### src/rtl/lmfa_pkg.sv
`timescale 1ns / 1ps
// -----------------------------------------------------------------------------
// Local magnitude package
// Fixed-point constants, widths and status codes shared by the block.
// -----------------------------------------------------------------------------
package lmfa_pkg;

  localparam int unsigned DEG_W     = 24;
  localparam int unsigned KM_W      = 31;
  localparam int unsigned MANT_W    = 32;
  localparam int unsigned LOG_FRAC  = 24;
  localparam int unsigned CORR_W    = 35;
  localparam int unsigned SUM_W     = 40;
  localparam int unsigned MAG_W     = 17;
  localparam int unsigned KMUL_W    = 23;
  localparam int unsigned SLOPE_W   = 27;
  localparam int unsigned SEG_KM_W  = 26;
  localparam int unsigned L10_W     = 31;

  // 111.195 km per degree in Q16.
  localparam logic [KMUL_W-1:0] KM_PER_DEG_Q16 = 23'd7287276;

  // Segment limits in kilometres, Q16.
  localparam logic [KM_W-1:0] BREAK1_KM_Q16 = 31'd3932160;
  localparam logic [KM_W-1:0] BREAK2_KM_Q16 = 31'd26214400;
  localparam logic [KM_W-1:0] BREAK3_KM_Q16 = 31'd65536000;

  // Correction offsets and slopes, Q32.
  localparam logic [CORR_W-1:0]  OFF1_Q32   = 35'd5583457485;
  localparam logic [CORR_W-1:0]  OFF2_Q32   = 35'd10737418240;
  localparam logic [CORR_W-1:0]  OFF3_Q32   = 35'd15461882266;
  localparam logic [SLOPE_W-1:0] SLOPE1_Q32 = 27'd107374182;
  localparam logic [SLOPE_W-1:0] SLOPE2_Q32 = 27'd21474836;
  localparam logic [SLOPE_W-1:0] SLOPE3_Q32 = 27'd9663676;

  // log10(2) in Q32.
  localparam logic [L10_W-1:0] LOG10_2_Q32 = 31'd1292913986;

  // 64.0 in Q32 less 16 * log10(2) in Q32: removes the Q16 amplitude scale and
  // biases the sum so that the rounding shift sees a non-negative value.
  localparam logic [SUM_W-1:0] MAG_BIAS = 40'd254191283168;

  localparam int MAG_MAX = 65535;
  localparam int MAG_MIN = -65536;

  typedef enum logic [1:0] {
    ST_OK       = 2'd0,
    ST_AMP_ZERO = 2'd1,
    ST_TOO_FAR  = 2'd2
  } lmfa_status_e;

endpackage

### src/rtl/lmfa_sq_step.sv
`timescale 1ns / 1ps
// -----------------------------------------------------------------------------
// Logarithm squaring step
// Squares the mantissa once and yields one more fraction bit of log2.
// -----------------------------------------------------------------------------
module lmfa_sq_step import lmfa_pkg::*; (
  input  logic [MANT_W-1:0]   mant_i,
  input  logic [LOG_FRAC-1:0] frac_i,
  output logic [MANT_W-1:0]   mant_o,
  output logic [LOG_FRAC-1:0] frac_o
);

  logic [2*MANT_W-1:0] sq;
  logic [MANT_W:0]     sq_q31;
  logic                bit_one;

  assign sq      = {{MANT_W{1'b0}}, mant_i} * {{MANT_W{1'b0}}, mant_i};
  assign sq_q31  = sq[2*MANT_W-1:MANT_W-1];
  assign bit_one = sq_q31[MANT_W];

  // A square of two or more sets the bit and halves the mantissa.
  assign mant_o = bit_one ? sq_q31[MANT_W:1] : sq_q31[MANT_W-1:0];
  assign frac_o = {frac_i[LOG_FRAC-2:0], bit_one};

endmodule

### config.mk
export PLATFORM = sky130hd
export DESIGN_NAME = lmfa_sq_step
export DESIGN_NICKNAME = d
export VERILOG_FILES = /design/src/rtl/lmfa_pkg.sv /design/src/rtl/lmfa_sq_step.sv
export SDC_FILE = /design/constraint.sdc
export NUM_CORES = 2
export LEC_CHECK = 0
export BUFFER_PORTS_ARGS = -buffer_cell sky130_fd_sc_hd__buf_2
export CORE_ASPECT_RATIO = 1.4
export CORE_MARGIN = 2
export CORE_UTILIZATION = 45
export DETAILED_ROUTE_END_ITERATION = 7
export GPL_ROUTABILITY_DRIVEN = 0
export GPL_TIMING_DRIVEN = 0
export PLACE_DENSITY_LB_ADDON = 0.12
export SETUP_SLACK_MARGIN = 0.2
export SYNTH_ARGS = -nofsm -noshare
export SYNTH_HDL_FRONTEND = slang
export SYNTH_SLANG_ARGS = --single-unit
### constraint.sdc
create_clock -name vclk -period 29.4
set_input_delay 4.41 -clock vclk [all_inputs]
set_output_delay 4.41 -clock vclk [all_outputs]
set_load 0.02 [all_outputs]
==> results by group <==
Outcome
  – Status: complete, no violations

Synthesis
  – Syn_nets: 4406
  – Synth Area in Compound Gates: 0.0561
  – Synth unique cells: 64
  – Top cell type's share of synthesized area: 0.528
  – Synth Area in XOR/XNOR: 0.0219
  – Fraction of the yosys area taken by sequential cells: 0
  – Yosys warnings: 0
  – Synth Area in Simple Gates: 0.111
  – Area of the mapped netlist: 30000 um2
  – Largest family of logic cells by synthesized area: adder cells
  – Synth area leader: fa_1
  – Adder-cell share of the synthesized area: 0.654
  – Top cells by count, synth: inv_1, fa_1, nand2_1
  – Most frequent cell after synthesis: inv_1
  – Area contributors post-synth: fa_1, ha_1, inv_1, and2_1, nand2_1
  – Mux contribution to synthesized area: 0.0121
  – Syn Inst Count: 3259
  – Synthesized area per cell: 9.20 um2

Final layout
  – Fillers: 6480
  – Footprint of the multi-input gates: 25600 um2
  – Num sequential: 0
  – Clock buffer cells: 0
  – Area Overhead vs Synth: 4.97%
  – Diodes inserted: 0
  – Nets: 4492
  – Flip-flop and latch area: 0 um2
  – Layout cells sized above 1: 0.0461

Place
  – DP HPWL: 86900 um
  – I/O Buffers: 84

Detailed routing
  – Post-DR wirelength/cell: 24.4 um
  – Iter 0 DRT Violations: 1342
  – Final ANT Viol Nets: 0
  – DRT Wirelength: 102000 um
  – Via count: 22355
  – Post-route DRC: 0
  – Initial DRT Pass Iterations: 5
  – Vias per inst: 5.33

STA
  – Setup TNS: 0 ns
  – Final slew viol count: 0
  – Final setup viols: 0
  – Final period utilization: 0.640
  – Unrepaired setup endpoints after global routing: no
  – Final min period: 18.83 ns
  – Final hold violations: 0
  – Fmax: 53.1 MHz
  – Slew headroom: 0.136
  – Tightest Pin Transition: 1.30 ns

Global routing
  – First-pass GRT wire length: 153000 um
  – Total track usage: 0.306
  – Initial antenna violation count: 5
  – Grt ovf: 0
  – Largest net degree at the start of global routing: 11
  – Vias in the first global route: 25197

Worst setup path
  – WP buf/inv: 8
  – Cell mode on critical path: fa_1
  – CP Class: in -> out
  – Crit-path slowest cell: clkbuf_1
  – CP Max Fanout: 10
  – Top delay family on crit path: adder cells
  – CP arrival: 14.42 ns
  – Data required time at the worst endpoint: 24.99 ns
  – Worst Setup End Kind: output pin
  – Setup crit start kind: input pin
  – Slowest stage delay, CP: 0.87 ns

Clock tree
  – Setup Buffers After CTS: 0
  – Resize count post-CTS: 0
  – Cts hold-fix bufs: 0

Floorplan
  – Num rows: 112
  – Die Area: 68700 um2
  – Initial Util: 0.452
  – Die Y: 309 um
  – Core ar.: 66300 um2
  – IO Pins: 112
  – Die Span X: 222 um

Flow run
  – Max-cap viol count: 0

Worst hold path
  – Min-delay worst type: in -> out
## worst paths after layout
check        from         end  slack (ns)  depth (start not counted)
max    mant_i[15]  mant_o[20]       10.57                         27
min    frac_i[19]  frac_o[20]        9.04                          2
## kinds of logic after synthesis
logic type,after synthesis
adders and majority gates,1091
xor gates and xnor gates,75
and+or+nand+nor,676
AOI/OAI and AO/OA,250
buffers and inverters,1135
muxes,32
## final cells by class
cell class / count / share of cell area
Buffer: 146 / 0.0208
Inverter: 989 / 0.118
Multi-Input combinational cell: 2124 / 0.814
Tap cell: 855 / 0.0340
Timing Repair Buffer: 84 / 0.0134
## metrics by stage
step / instance area, um2 / cells / setup WS (ns) / hold WS, ns / util
2_1_floorplan: 30000 / 3259 / 13.45 / 8.93 / -
3_3_place_gp: 31500 / 4198 / 11.07 / 9.04 / 0.475
3_5_place_dp: 31500 / 4198 / 10.94 / 9.04 / 0.475
4_1_cts: 31500 / 4198 / 10.92 / 9.04 / 0.475
5_1_grt: 31500 / 4198 / 10.53 / 9.04 / 0.475
6_report: 31500 / 4198 / 10.57 / 9.04 / 0.475
## placed cells by master, fill, tap and decap left out, drive strengths merged, types with 4 or more instances in the layout
master,n
a31oi,8
inv,988
mux2i,22
fa,791
nand3,19
nand2,301
nor4,4
o21bai,20
clkbuf,116
a31o,13
o21ai,42
a211o,4
ha,300
a21o,30
or2,5
and2,230
or3,5
nand4,14
o21a,9
o211ai,7
a211oi,7
nor2b,6
nor2,60
o31ai,4
mux2,10
nor3,13
a21oi,78
xor2,33
buf,114
and3,10
xnor2,42
## per-layer routing
metal  routed length, um  vias to the layer above  GRT usage  part of all wire
met5                   0                        -          0                 0
met4               10500                        0      0.248              0.10
met3                5960                      321     0.0313             0.058
met2               51800                      828      0.545              0.51
met1               34100                    11575      0.333              0.33
li1                    -                     9631          -                 -
Power is left out: the tool's default activity adds up to more than one toggle a clock period on the data nets, which glitch-free logic cannot reach.
