[src/rtl/lmfa_pkg.sv]
`timescale 1ns / 1ps
// -----------------------------------------------------------------------------
// Local magnitude package
// Fixed-point constants, widths and status codes shared by the block.
// -----------------------------------------------------------------------------
package lmfa_pkg;

  localparam int unsigned DEG_W     = 24;
  localparam int unsigned KM_W      = 31;
  localparam int unsigned MANT_W    = 32;
  localparam int unsigned LOG_FRAC  = 24;
  localparam int unsigned CORR_W    = 35;
  localparam int unsigned SUM_W     = 40;
  localparam int unsigned MAG_W     = 17;
  localparam int unsigned KMUL_W    = 23;
  localparam int unsigned SLOPE_W   = 27;
  localparam int unsigned SEG_KM_W  = 26;
  localparam int unsigned L10_W     = 31;

  // 111.195 km per degree in Q16.
  localparam logic [KMUL_W-1:0] KM_PER_DEG_Q16 = 23'd7287276;

  // Segment limits in kilometres, Q16.
  localparam logic [KM_W-1:0] BREAK1_KM_Q16 = 31'd3932160;
  localparam logic [KM_W-1:0] BREAK2_KM_Q16 = 31'd26214400;
  localparam logic [KM_W-1:0] BREAK3_KM_Q16 = 31'd65536000;

  // Correction offsets and slopes, Q32.
  localparam logic [CORR_W-1:0]  OFF1_Q32   = 35'd5583457485;
  localparam logic [CORR_W-1:0]  OFF2_Q32   = 35'd10737418240;
  localparam logic [CORR_W-1:0]  OFF3_Q32   = 35'd15461882266;
  localparam logic [SLOPE_W-1:0] SLOPE1_Q32 = 27'd107374182;
  localparam logic [SLOPE_W-1:0] SLOPE2_Q32 = 27'd21474836;
  localparam logic [SLOPE_W-1:0] SLOPE3_Q32 = 27'd9663676;

  // log10(2) in Q32.
  localparam logic [L10_W-1:0] LOG10_2_Q32 = 31'd1292913986;

  // 64.0 in Q32 less 16 * log10(2) in Q32: removes the Q16 amplitude scale and
  // biases the sum so that the rounding shift sees a non-negative value.
  localparam logic [SUM_W-1:0] MAG_BIAS = 40'd254191283168;

  localparam int MAG_MAX = 65535;
  localparam int MAG_MIN = -65536;

  typedef enum logic [1:0] {
    ST_OK       = 2'd0,
    ST_AMP_ZERO = 2'd1,
    ST_TOO_FAR  = 2'd2
  } lmfa_status_e;

endpackage

[src/rtl/lmfa_norm.sv]
`timescale 1ns / 1ps
// -----------------------------------------------------------------------------
// Amplitude normaliser
// Finds the leading one of the amplitude and aligns it as a Q31 mantissa.
// -----------------------------------------------------------------------------
module lmfa_norm import lmfa_pkg::*; #(
  parameter int unsigned AMP_WIDTH = 40,
  parameter int unsigned PW        = 6
) (
  input  logic [AMP_WIDTH-1:0] amp_i,
  output logic [PW-1:0]        lead_o,
  output logic [MANT_W-1:0]    mant_o,
  output logic                 zero_o
);

  localparam logic [PW-1:0] TOP_IDX = PW'(AMP_WIDTH - 1);

  logic [AMP_WIDTH-1:0]        norm;
  logic [AMP_WIDTH+MANT_W-1:0] ext;
  logic [PW-1:0]               sh;

  // Highest set bit wins; an all-zero word gives position zero.
  always_comb begin
    lead_o = '0;
    for (int i = 0; i < AMP_WIDTH; i++) begin
      if (amp_i[i]) begin
        lead_o = PW'(i);
      end
    end
  end

  assign sh     = TOP_IDX - lead_o;
  assign norm   = amp_i << sh;
  assign ext    = {norm, {MANT_W{1'b0}}};
  assign mant_o = ext[AMP_WIDTH+MANT_W-1 -: MANT_W];
  assign zero_o = (amp_i == '0);

endmodule

[config.mk]
export PLATFORM = sky130hd
export DESIGN_NAME = lmfa_norm
export DESIGN_NICKNAME = d
export VERILOG_FILES = /design/src/rtl/lmfa_pkg.sv /design/src/rtl/lmfa_norm.sv
export SDC_FILE = /design/constraint.sdc
export NUM_CORES = 1
export LEC_CHECK = 0
export ABC_AREA = 0
export BUFFER_PORTS_ARGS = -buffer_cell sky130_fd_sc_hd__buf_2
export CAP_MARGIN = 20
export CORE_ASPECT_RATIO = 1.1
export CORE_MARGIN = 1
export CORE_UTILIZATION = 57
export DETAILED_ROUTE_END_ITERATION = 12
export PLACE_DENSITY = 0.85
export SLEW_MARGIN = 20
export SYNTH_ARGS = -nofsm -noshare
export SYNTH_HDL_FRONTEND = slang
export SYNTH_SLANG_ARGS = --single-unit
[constraint.sdc]
create_clock -name vclk -period 7.7
set_input_delay 1.925 -clock vclk [all_inputs]
set_output_delay 1.925 -clock vclk [all_outputs]
set_load 0.01 [all_outputs]
==> metrics.txt <==
final critical path time including I/O delays and setup=7010 ps; most common cell after layout, fill and taps aside=buf_2; number of global-route vias before repair=between 3,000 and 4,000; share of synthesized area spent on multiplexers=31.8%; initial antenna violation count=0; RSZ-0062 raised after global routing=false; area leader, netlist=mux2i_1; Hold Crit Start=amp_i[0]; Die H=76.8 µm; via-per-instance ratio=7.14; commonest non-fill, non-tap cells in the layout=buf_2 (79), mux2i_1 (64), nor2_1 (40), nand2_1 (39); FF+latch area=0 µm²; leakage=~1.7 nW; Pins Over Slew Limit=0; CTS Hold Buffers Added=0; post-CTS setup buffer count=0; gpl congestion=0.968; Synth area leaders=mux2i_1 (22%), nor2_1 (5.2%), mux2_2 (5.0%), nand2_1 (5.0%), mux4_2 (4.7%); crit path kind=in -> out; die area=5380 µm²; WP data arrival=slightly above 5000 ps; first-pass GRT wire length=roughly 16 mm; Worst Hold Class=in -> out; Core ar.=approximately 4700 µm²; clk_buf instances=0; worst path bufs/invs=3; largest net degree at the start of global routing=41; crit share post-route=91.1%; syn nets=452; Max Fclk=143 MHz; Die Wd=70.0 µm; Yosys top cell area share=22.1%; Vias=3,747; WL final=10.0 mm; cells after synthesis=411; Worst VDD drop=0.0419 mV; global-route met2 utilization=59.4%; layout cell share with drive strength beyond 1=25.6%; synth warn=0; largest family of logic cells by synthesized area=compound AO/OA/AOI/OAI gates; simple-gate share of the synthesized area=between 20 and 25%; type of destination of the critical path=primary output; hold path depth=5; I/O pins=79; Rel. slew slack=48.6%; GR Layer Usage met1=48.7%; # DRC=0; total power=approximately 0.00025 W; final instance area=3290 µm²; cts repair resizes=0; drt pass-1 iters=5; crit-path max cell delay=610 ps; worst-path cell chain=buf_2 > nand2b_1 > a221oi_2 > nor4_1 > o21a_1 > o31ai_4 > buf_4 > mux2i_1 > mux2i_1 > a221oi_1 > a211oi_1 > a211o_1 > buf_2; Post-Syn Area=2900 µm²; num sequential=0; MaxCap Viol Count=0; CP required=approximately 5800 ps; number of antenna-violating nets in the routed design=0; DP HPWL=a little under 8 mm; drt initial violations=466; crit-path leading delay family=compound AO/OA/AOI/OAI gates; total global routing overflow=0; XOR/XNOR Fraction of Synth Area=0.604%; std cell rows=26; Final Hold Fails=0; Buffers on Ports=79; post-synth cell types=64; count of final setup violators=0; Post-Synth Adder-Cell Area=less than 1%; dpl cell area=3290 µm²; CP max stage cell=o31ai_4; Initial Util=61.0%; worst-margin pin slew=772 ps; Routed WL per cell=19.1 µm; met3 GRT Util=~2.8%; GRT Max-Usage Layer=met2; hold endpoint=zero_o; power density over cell area=around 76 nW/µm²; syn_area_per_cell=7.05 µm²; status=finished, final reports clean; final net count=512; crit-path max FO=11; Area growth, synth to finish=13.6%; Total GRT Usage=approximately a third; antenna fix cells=0; Synth Area in Compound Gates=between 30% and 40%; CP Launch Type=input port; post-synthesis sequential area ratio=0%; TNS Setup=0 ps
==> through the flow <==
step	worst slack (ps)	utilization, %	hold slack [ps]	instances
detailed placement	787	69.3	4320	525
global route	519	69.3	4340	525
floorplan	928	-	3990	411
global placement	852	69.3	4320	525
CTS	765	69.3	4320	525
finish	687	69.3	4320	525
==> metal layers <==
layer	part of all wire (%)	wire, µm
met5	0	0
met4	2.0	204
met3	8.3	836
met2	47	4700
met1	43	4270
==> logic make-up after synthesis <==
kind of cell / count (synthesis)
xor+xnor: 2
simple gates: 139
compound gates: 142
fa+ha+maj: 1
mux: 83
buf+inv: 44
==> worst max-delay path by stage <==
| stage | start | to | slack, ps | cells after the start |
|---|---|---|---|---|
| after floorplan | amp_i[29] | mant_o[27] | 930 | 16 |
| after CTS | amp_i[2] | mant_o[30] | 760 | 13 |
| after global routing | amp_i[2] | mant_o[28] | 520 | 13 |
| after global placement | amp_i[2] | mant_o[30] | 850 | 13 |
| final | amp_i[2] | mant_o[30] | 690 | 13 |
| after detailed placement | amp_i[2] | mant_o[30] | 790 | 13 |
==> power breakdown <==
part           leakage, nW  total [W]  switching (W)  internal [W]
Clock                    0          0              0             0
Combinational         1.70   0.000251       0.000144      0.000107
Sequential               0          0              0             0
==> Yosys cell counts, types with 2 or more instances <==
cell type,count
a211o_1,3
o221ai_1,3
a221oi_1,5
a22o_1,15
a221o_1,11
clkbuf_1,11
buf_4,4
mux2_2,13
nand2b_1,6
o31a_1,2
nand4_1,2
mux2i_1,64
nand3_1,8
o211a_1,3
a31oi_1,5
and3_1,7
nor2_1,40
o31ai_1,3
o22ai_1,6
o21ai_0,19
buf_6,3
nor4_1,13
xnor2_1,2
nand2_1,39
inv_1,9
o211ai_1,4
buf_2,10
a211oi_1,12
nor2b_1,5
o31ai_2,2
and2_1,2
inv_2,2
o21a_1,6
o22a_1,2
nor3_1,10
o32ai_1,2
a21o_1,2
o21bai_1,3
buf_1,3
a22oi_1,3
a21oi_1,19
mux4_2,6
==> final cells by class <==
type | instances | area [µm²]
Multi-Input combinational cell | 367 | 2700
Inverter | 12 | 47.5
Fill cell | 420 | 1460
Timing Repair Buffer | 90 | 478
Tap cell | 56 | 70.1
Power figures use the tool's default switching activity.
