--- config.mk ---
export PLATFORM = sky130hd
export DESIGN_NAME = lmfa_round
export DESIGN_NICKNAME = d
export VERILOG_FILES = /design/src/rtl/lmfa_pkg.sv /design/src/rtl/lmfa_round.sv
export SDC_FILE = /design/constraint.sdc
export NUM_CORES = 1
export LEC_CHECK = 0
export ABC_AREA = 1
export BUFFER_PORTS_ARGS = -buffer_cell sky130_fd_sc_hd__buf_2
export CAP_MARGIN = 20
export CORE_ASPECT_RATIO = 1.4
export CORE_MARGIN = 3
export CORE_UTILIZATION = 47
export DETAILED_ROUTE_END_ITERATION = 8
export PLACE_DENSITY = 0.74
export SLEW_MARGIN = 5
export SYNTH_ARGS = -nofsm -noshare
export SYNTH_HDL_FRONTEND = slang
export SYNTH_SLANG_ARGS = --single-unit
--- constraint.sdc ---
create_clock -name vclk -period 11.75
set_clock_uncertainty 0.15 [all_clocks]
set_input_delay 3.525 -clock vclk [all_inputs]
set_output_delay 3.525 -clock vclk [all_outputs]
set_load 0.02 [all_outputs]
--- src/rtl/lmfa_pkg.sv ---
`timescale 1ns / 1ps
// -----------------------------------------------------------------------------
// Local magnitude package
// Fixed-point constants, widths and status codes shared by the block.
// -----------------------------------------------------------------------------
package lmfa_pkg;

  localparam int unsigned DEG_W     = 24;
  localparam int unsigned KM_W      = 31;
  localparam int unsigned MANT_W    = 32;
  localparam int unsigned LOG_FRAC  = 24;
  localparam int unsigned CORR_W    = 35;
  localparam int unsigned SUM_W     = 40;
  localparam int unsigned MAG_W     = 17;
  localparam int unsigned KMUL_W    = 23;
  localparam int unsigned SLOPE_W   = 27;
  localparam int unsigned SEG_KM_W  = 26;
  localparam int unsigned L10_W     = 31;

  // 111.195 km per degree in Q16.
  localparam logic [KMUL_W-1:0] KM_PER_DEG_Q16 = 23'd7287276;

  // Segment limits in kilometres, Q16.
  localparam logic [KM_W-1:0] BREAK1_KM_Q16 = 31'd3932160;
  localparam logic [KM_W-1:0] BREAK2_KM_Q16 = 31'd26214400;
  localparam logic [KM_W-1:0] BREAK3_KM_Q16 = 31'd65536000;

  // Correction offsets and slopes, Q32.
  localparam logic [CORR_W-1:0]  OFF1_Q32   = 35'd5583457485;
  localparam logic [CORR_W-1:0]  OFF2_Q32   = 35'd10737418240;
  localparam logic [CORR_W-1:0]  OFF3_Q32   = 35'd15461882266;
  localparam logic [SLOPE_W-1:0] SLOPE1_Q32 = 27'd107374182;
  localparam logic [SLOPE_W-1:0] SLOPE2_Q32 = 27'd21474836;
  localparam logic [SLOPE_W-1:0] SLOPE3_Q32 = 27'd9663676;

  // log10(2) in Q32.
  localparam logic [L10_W-1:0] LOG10_2_Q32 = 31'd1292913986;

  // 64.0 in Q32 less 16 * log10(2) in Q32: removes the Q16 amplitude scale and
  // biases the sum so that the rounding shift sees a non-negative value.
  localparam logic [SUM_W-1:0] MAG_BIAS = 40'd254191283168;

  localparam int MAG_MAX = 65535;
  localparam int MAG_MIN = -65536;

  typedef enum logic [1:0] {
    ST_OK       = 2'd0,
    ST_AMP_ZERO = 2'd1,
    ST_TOO_FAR  = 2'd2
  } lmfa_status_e;

endpackage

--- src/rtl/lmfa_round.sv ---
`timescale 1ns / 1ps
// -----------------------------------------------------------------------------
// Magnitude rounding
// Sums log10 and correction, rounds half up and clamps to the output range.
// -----------------------------------------------------------------------------
module lmfa_round import lmfa_pkg::*; #(
  parameter int unsigned LVAL_W = 37,
  parameter int unsigned FRAC_W = 12
) (
  input  logic [LVAL_W-1:0]       lval_i,
  input  logic [CORR_W-1:0]       corr_i,
  output logic signed [MAG_W-1:0] mag_o
);

  localparam int unsigned SHIFT = 32 - FRAC_W;
  localparam int unsigned RND_W = SUM_W - SHIFT;
  localparam int unsigned R_W   = RND_W + 2;
  localparam logic [SUM_W-1:0]     HALF   = SUM_W'(1) << (SHIFT - 1);
  localparam logic signed [R_W-1:0] OFFSET = R_W'(64) << FRAC_W;
  localparam logic signed [R_W-1:0] HI     = R_W'(MAG_MAX);
  localparam logic signed [R_W-1:0] LO     = R_W'(MAG_MIN);

  logic [SUM_W-1:0]      sum;
  logic [RND_W-1:0]      rounded;
  logic signed [R_W-1:0] r;

  assign sum     = SUM_W'(lval_i) + SUM_W'(corr_i) + MAG_BIAS + HALF;
  assign rounded = sum[SUM_W-1:SHIFT];
  assign r       = $signed({2'b00, rounded}) - OFFSET;

  always_comb begin
    if (r > HI) begin
      mag_o = MAG_W'(HI);
    end else if (r < LO) begin
      mag_o = MAG_W'(LO);
    end else begin
      mag_o = MAG_W'(r);
    end
  end

endmodule

==> reports/metrics.cfg, run 1 <==
[status]
outcome=finished, final reports clean

[floorplanning]
die_x_um=76.7
io_pins=89
initial_core_util=0.491
die_h_um=105
die_area_mm2=0.00806
rows=35
fp.coreArea_mm2=0.00670

[placed_design]
numPortBuffers=89
placed_area_mm2=0.00382
dp_hpwl_mm=7.78
gp_congestion=0.884

[worst_hold_path]
hold_path_class=in -> out
hp-start=lval_i[36]
worstHoldEndpoint=mag_o[9]
hold_depth=8

[final_layout]
area_growth_syn_to_layout_pct=16.0
n_clock_buffer=0
num-nets-final=837
regArea_um2=0
drive_gt1_frac=0.180
n_fill_cell=757
finalInstanceArea_mm2=0.00382
seq_cells=0
num_antenna_cells=0

[cts]
ctsHoldBuffers=0
cts_setup_buffers=0
cts_resized=0

[critical_path]
cp_slowest_cell=ha_1
crit_required_ns=8.08
cp_max_fo=16
crit_top_cell=nand2_1
worst-path-buf-inv=2
cp_cell_sequence=buf_2 -> ha_1 -> ha_1 -> a21oi_1 -> nand2_1 -> a21oi_1 -> nand2_1 -> nand2_1 -> nand3_1 -> nand2_1 -> nand2_1 -> nand3_1 -> nand2_4 -> nand2_1 -> buf_2
cp.arrival_ns=5.87
worst-setup-path-type=in -> out
path_delay_family=simple AND/OR/NAND/NOR gates
slowest_delay_ns=0.38
cp-start-kind=input pin
cp-end-kind=primary output

[synthesis]
syn_area_per_cell_um2=5.43
synth_cells=606
synth.top_cell.area_share=0.266
yosys_warnings=0
yosysTopAreaCell=ha_1
syn_nets=748
netlist_area_mm2=0.00329
synth.area.top_cells=ha_1 (27%), nand2_1 (23%), inv_1 (16%)
ys_seq_area_frac=0
ys_top_cells_by_count=nand2_1 (198), inv_1 (138), ha_1 (70), nor2_1 (55), a21oi_1 (33)
synthDistinctLibCells=31
yosysMostFrequentCell=nand2_1

[sta]
max_freq_ghz=0.105
final.setup.tns_ns=0
fin_crit_sh=0.813
min_period_ns=9.55
slew_headroom=0.719
slew_violations=0
tightestPinTransition_ns=0.417
setup-violations-final=0
rsz0062_at_grt=false
hold_violations=0

[global_route]
gr-total-overflow=0
grt_max_degree=17
grt_pass1_wl_mm=14.7
grt_use_total=0.211
grt_antenna_before_repair=0
grt_pass1_vias=3578

[power]
p_per_area_mw_per_mm2=64.4
vdd_drop_max_mv=0.0252
p_leak_uw=0.00241

[drt]
routed_wl_mm=8.45
dr_total_vias=3767
drtAntennaViolNets=0
dr.pass1.iters=4
viasPerCell=4.80
wl_per_cell_um=10.8
drtIter0Drc=84
drc_errors=0

[job]
max_cap_violations=0

## cells in the final DEF (no fill, tap or decap), drive strengths merged
| cell type | count |
|---|---|
| a21o | 4 |
| a21oi | 36 |
| a31o | 1 |
| a31oi | 1 |
| and2 | 1 |
| buf | 89 |
| clkinv | 1 |
| ha | 70 |
| inv | 141 |
| nand2 | 212 |
| nand3 | 18 |
| nand3b | 2 |
| nand4 | 6 |
| nor2 | 65 |
| nor3 | 9 |
| o211ai | 1 |
| o21a | 2 |
| o21ai | 13 |
| o21bai | 12 |
| xnor2 | 3 |
| xor2 | 6 |
## per-layer routing
layer | GRT usage | share of wire | vias up | wire, um
met3 | 0.0147 | 0.030 | 17 | 256
met5 | 0 | 0 | - | 0
li1 | - | - | 2048 | -
met2 | 0.422 | 0.54 | 69 | 4550
met4 | 0.0492 | 0.025 | 0 | 211
met1 | 0.235 | 0.41 | 1633 | 3440
## power by group
part	internal, uW	total, uW	switching [uW]
Combinational	90.4	246	156
Sequential	0	0	0
Clock	0	0	0
Total	90.4	246	156
## per-stage QoR
step	std cells	utilization	hold slack, ns	setup slack (ns)	total power (uW)
floorplan	606	-	7.31	2.50	186
global placement	785	0.570	7.60	2.29	242
detailed placement	785	0.570	7.60	2.23	246
CTS	785	0.570	7.60	2.21	248
global route	785	0.570	7.65	1.97	282
finish	785	0.570	7.59	2.20	246
## cells by family after synthesis
kind of cell	count (synthesis)	share of synthesized area
adders and majority gates	70	0.266
buffers and inverters	144	0.173
xor gates and xnor gates	9	0.0239
and+or+nand+nor	313	0.410
AOI/OAI and AO/OA	70	0.128
## layout make-up
cell class                 count  area [um2]  area share
timing repair buffer          89         445       0.117
tap                           92         115      0.0302
multi-input combinational    462        2720       0.714
inverter                     142         533       0.140
## how the worst max path moves through the flow
stage | start | to | slack, ns | cells past startpoint
after floorplan | lval_i[25] | mag_o[10] | 2.50 | 15
after global placement | lval_i[19] | mag_o[0] | 2.29 | 14
after detailed placement | lval_i[20] | mag_o[6] | 2.23 | 15
after CTS | lval_i[20] | mag_o[1] | 2.21 | 15
after global routing | lval_i[20] | mag_o[1] | 1.97 | 15
final | lval_i[20] | mag_o[1] | 2.20 | 15
(Power assumes the default switching activity.)
==> run 2, diff against run 1 <==
Clock period 11.75 ns to 9.1 ns, I/O delays scaled along.
==> reports/metrics.cfg, run 2 (synthesis results as in run 1) <==
[status]
outcome=finished, final reports clean

[final_layout]
layout.cells.non_filler=785
seq_cells=0
n_clock_buffer=0
drive_gt1_frac=0.180
layout_common_cells=nand2_1 (198), inv_1 (138), buf_2 (89)
area_growth_syn_to_layout_pct=16.0
num-nets-final=837
regArea_um2=0
layout_commonest_cell=nand2_1
finalInstanceArea_mm2=0.00382
num_antenna_cells=0

[critical_path]
cp-end-kind=primary output
crit_required_ns=6.22
cp_max_fo=16
cp.arrival_ns=5.06
worst-setup-path-type=in -> out
cp-start-kind=input pin

[global_route]
grt_use_total=0.208
grt_pass1_wl_mm=14.5
grt_antenna_before_repair=0
grt_pass1_vias=3509
gr-total-overflow=0
grt_max_degree=17

[cts]
cts_resized=0
ctsHoldBuffers=0
cts_setup_buffers=0

[placed_design]
dpl.cell_count=785
placed_area_mm2=0.00382
dp_hpwl_mm=7.75
gp_congestion=0.884
numPortBuffers=89

[power]
p_per_area_mw_per_mm2=83.1
p_leak_uw=0.00241
vdd_drop_max_mv=0.0318

[sta]
max_freq_ghz=0.126
min_period_ns=7.94
tightestPinTransition_ns=0.422
fin_crit_sh=0.872
final.setup.tns_ns=0
setup-violations-final=0
slew_violations=0
hold_violations=0
rsz0062_at_grt=false
slew_headroom=0.716
whs_ns=6.00

[worst_hold_path]
hold_path_class=in -> out

[floorplanning]
die_x_um=76.7
initial_core_util=0.491
rows=35
io_pins=89
die_h_um=105
die_area_mm2=0.00806
fp.coreArea_mm2=0.00670

[drt]
drc_errors=0
wl_per_cell_um=10.7
drtAntennaViolNets=0
drtIter0Drc=98
routed_wl_mm=8.42
dr_total_vias=3745
viasPerCell=4.77
dr.pass1.iters=5

[job]
max_cap_violations=0

run 2: cell counts in the layout (fill, tap and decap cells not counted):
Identical to the previous run, type by type.
run 2: worst max-delay path, stage by stage:
cell     delay, ns
buf_2         0.07
inv_1         0.03
ha_1          0.26
inv_1         0.04
ha_1          0.31
a21oi_1       0.22
nand2_1       0.09
a21oi_1       0.34
nand2_1       0.09
nand2_1       0.10
nand3_1       0.09
nand2_1       0.07
nand2_1       0.05
nand3_1       0.11
nand2_4       0.15
nand2_1       0.11
buf_2         0.16
run 2: final timing paths:
kind / slack, ns / startpoint / endpoint / depth (start not counted)
max: 1.16 / lval_i[16] / mag_o[1] / 17
min: 6.00 / lval_i[36] / mag_o[9] / 8
run 2: layer usage:
layer | vias up | GRT usage | routed length (um)
met4 | 0 | 0.0389 | 133
met3 | 11 | 0.00517 | 237
met5 | - | 0 | 0
met1 | 1609 | 0.236 | 3480
li1 | 2048 | - | -
met2 | 77 | 0.421 | 4570
run 2: final cells by class:
type               count  area, um2
inverters            142        533
repair buffers        89        445
multi-input cells    462       2720
well taps             92        115
fillers              738       2880
run 2: metrics by stage:
stage	utilization	total power [uW]	worst slack, ns
6_report	0.570	317	1.16
5_1_grt	0.570	362	0.931
4_1_cts	0.570	319	1.17
3_5_place_dp	0.570	317	1.19
3_3_place_gp	0.570	313	1.23
2_1_floorplan	-	240	1.44
run 2: power breakdown:
part / switching (uW) / total (uW) / leakage [uW] / internal, uW
Clock: 0 / 0 / 0 / 0
Combinational: 201 / 317 / 0.00241 / 117
Sequential: 0 / 0 / 0 / 0
Total: 201 / 317 / 0.00241 / 117
==> run 3, diff against run 2 <==
Settings changed: CORE_UTILIZATION 47 to 40, PLACE_DENSITY 0.74 to 0.65.
==> reports/metrics.cfg, run 3 (synthesis results as in run 1) <==
[sta]
min_period_ns=7.93
slew_violations=0
whs_ns=6.02
slew_headroom=0.725
tightestPinTransition_ns=0.409
fin_crit_sh=0.871
setup-violations-final=0
finalWorstSetupSlack_ns=1.17
rsz0062_at_grt=false
final.setup.tns_ns=0
hold_violations=0
max_freq_ghz=0.126

[power]
p_leak_uw=0.00241
p_per_area_mw_per_mm2=83.3
vdd_drop_max_mv=0.0426

[drt]
routed_wl_mm=8.93
drc_errors=0
wl_per_cell_um=11.3
wl_met2_mm=4.85
drtAntennaViolNets=0
wl_met3_um=256
wl_met1_mm=3.67
dr_total_vias=3744
top_layer_used=met4
drtIter0Drc=85
viasPerCell=4.72
dr.pass1.iters=5

[job]
max_cap_violations=0

[worst_hold_path]
hold_path_class=in -> out
hold_depth=7
worstHoldEndpoint=mag_o[1]
hp-start=corr_i[21]

[cts]
cts_resized=0
cts_setup_buffers=0
ctsHoldBuffers=0

[global_route]
grt_use_total=0.193
gr-total-overflow=0
grt_max_degree=17
grt_antenna_before_repair=0
grt_pass1_wl_mm=14.8
grt_pass1_vias=3527

[critical_path]
cp-end-kind=primary output
cp_slowest_cell=ha_1
worst-path-buf-inv=2
cp_max_fo=16
path_delay_family=simple AND/OR/NAND/NOR gates
cp-start-kind=input pin
slowest_delay_ns=0.37
crit_top_cell=nand2_1
crit_required_ns=6.22
cp.arrival_ns=5.05
cp_cell_sequence=buf_2 -> ha_1 -> ha_1 -> a21oi_1 -> nand2_1 -> a21oi_1 -> nand2_1 -> nand2_1 -> nand3_1 -> nand2_1 -> nand2_1 -> nand2_2 -> nand2_4 -> nand2_1 -> nand2_1 -> buf_2
worst-setup-path-type=in -> out

[final_layout]
num-nets-final=837
drive_gt1_frac=0.180
fin_util=0.485
multi_input_area_mm2=0.00272
num_antenna_cells=0
n_fill_cell=926
regArea_um2=0
layout_commonest_cell=nand2_1
layout_common_cells=nand2_1 (198), inv_1 (138), buf_2 (89)
n_clock_buffer=0
seq_cells=0
area_growth_syn_to_layout_pct=16.3

[placed_design]
dp_slack_ns=1.15
numPortBuffers=89
gp_congestion=0.875
dp_hpwl_mm=8.23

[floorplanning]
initial_core_util=0.417
io_pins=89
die_h_um=113
die_x_um=82.7
die_area_mm2=0.00937
rows=38
fp.coreArea_mm2=0.00789

[status]
outcome=finished, final reports clean

-- run 3: area by class of cell --
cell class	count	share of cell area
inverter	142	0.139
multi-input combinational	462	0.712
tap	100	0.0327
timing repair buffer	89	0.116
-- run 3: per-layer routing --
layer,global-route usage,vias to the layer above
met5,0,-
met4,0.0327,0
met3,0.00239,11
met2,0.388,71
met1,0.219,1621
li1,-,2041
-- run 3: where the power goes --
part | switching (uW) | internal [uW]
logic | 202 | 117
registers | 0 | 0
clock network | 0 | 0
total | 202 | 117
-- run 3: stage by stage --
step | cells | instance area, um2 | power, uW
final | 793 | 3830 | 319
after global routing | 793 | 3830 | 366
after CTS | 793 | 3830 | 322
after detailed placement | 793 | 3830 | 320
after global placement | 793 | 3830 | 317
after floorplan | 606 | 3290 | 240
-- run 3: how the worst max path moves through the flow --
| stage | start | endpoint | slack, ns | depth (start not counted) |
|---|---|---|---|---|
| floorplan | lval_i[25] | mag_o[10] | 1.44 | 15 |
| global placement | lval_i[19] | mag_o[0] | 1.18 | 15 |
| detailed placement | lval_i[19] | mag_o[6] | 1.15 | 15 |
| CTS | lval_i[19] | mag_o[6] | 1.13 | 15 |
| global route | lval_i[19] | mag_o[0] | 0.92 | 15 |
| finish | lval_i[20] | mag_o[15] | 1.17 | 16 |
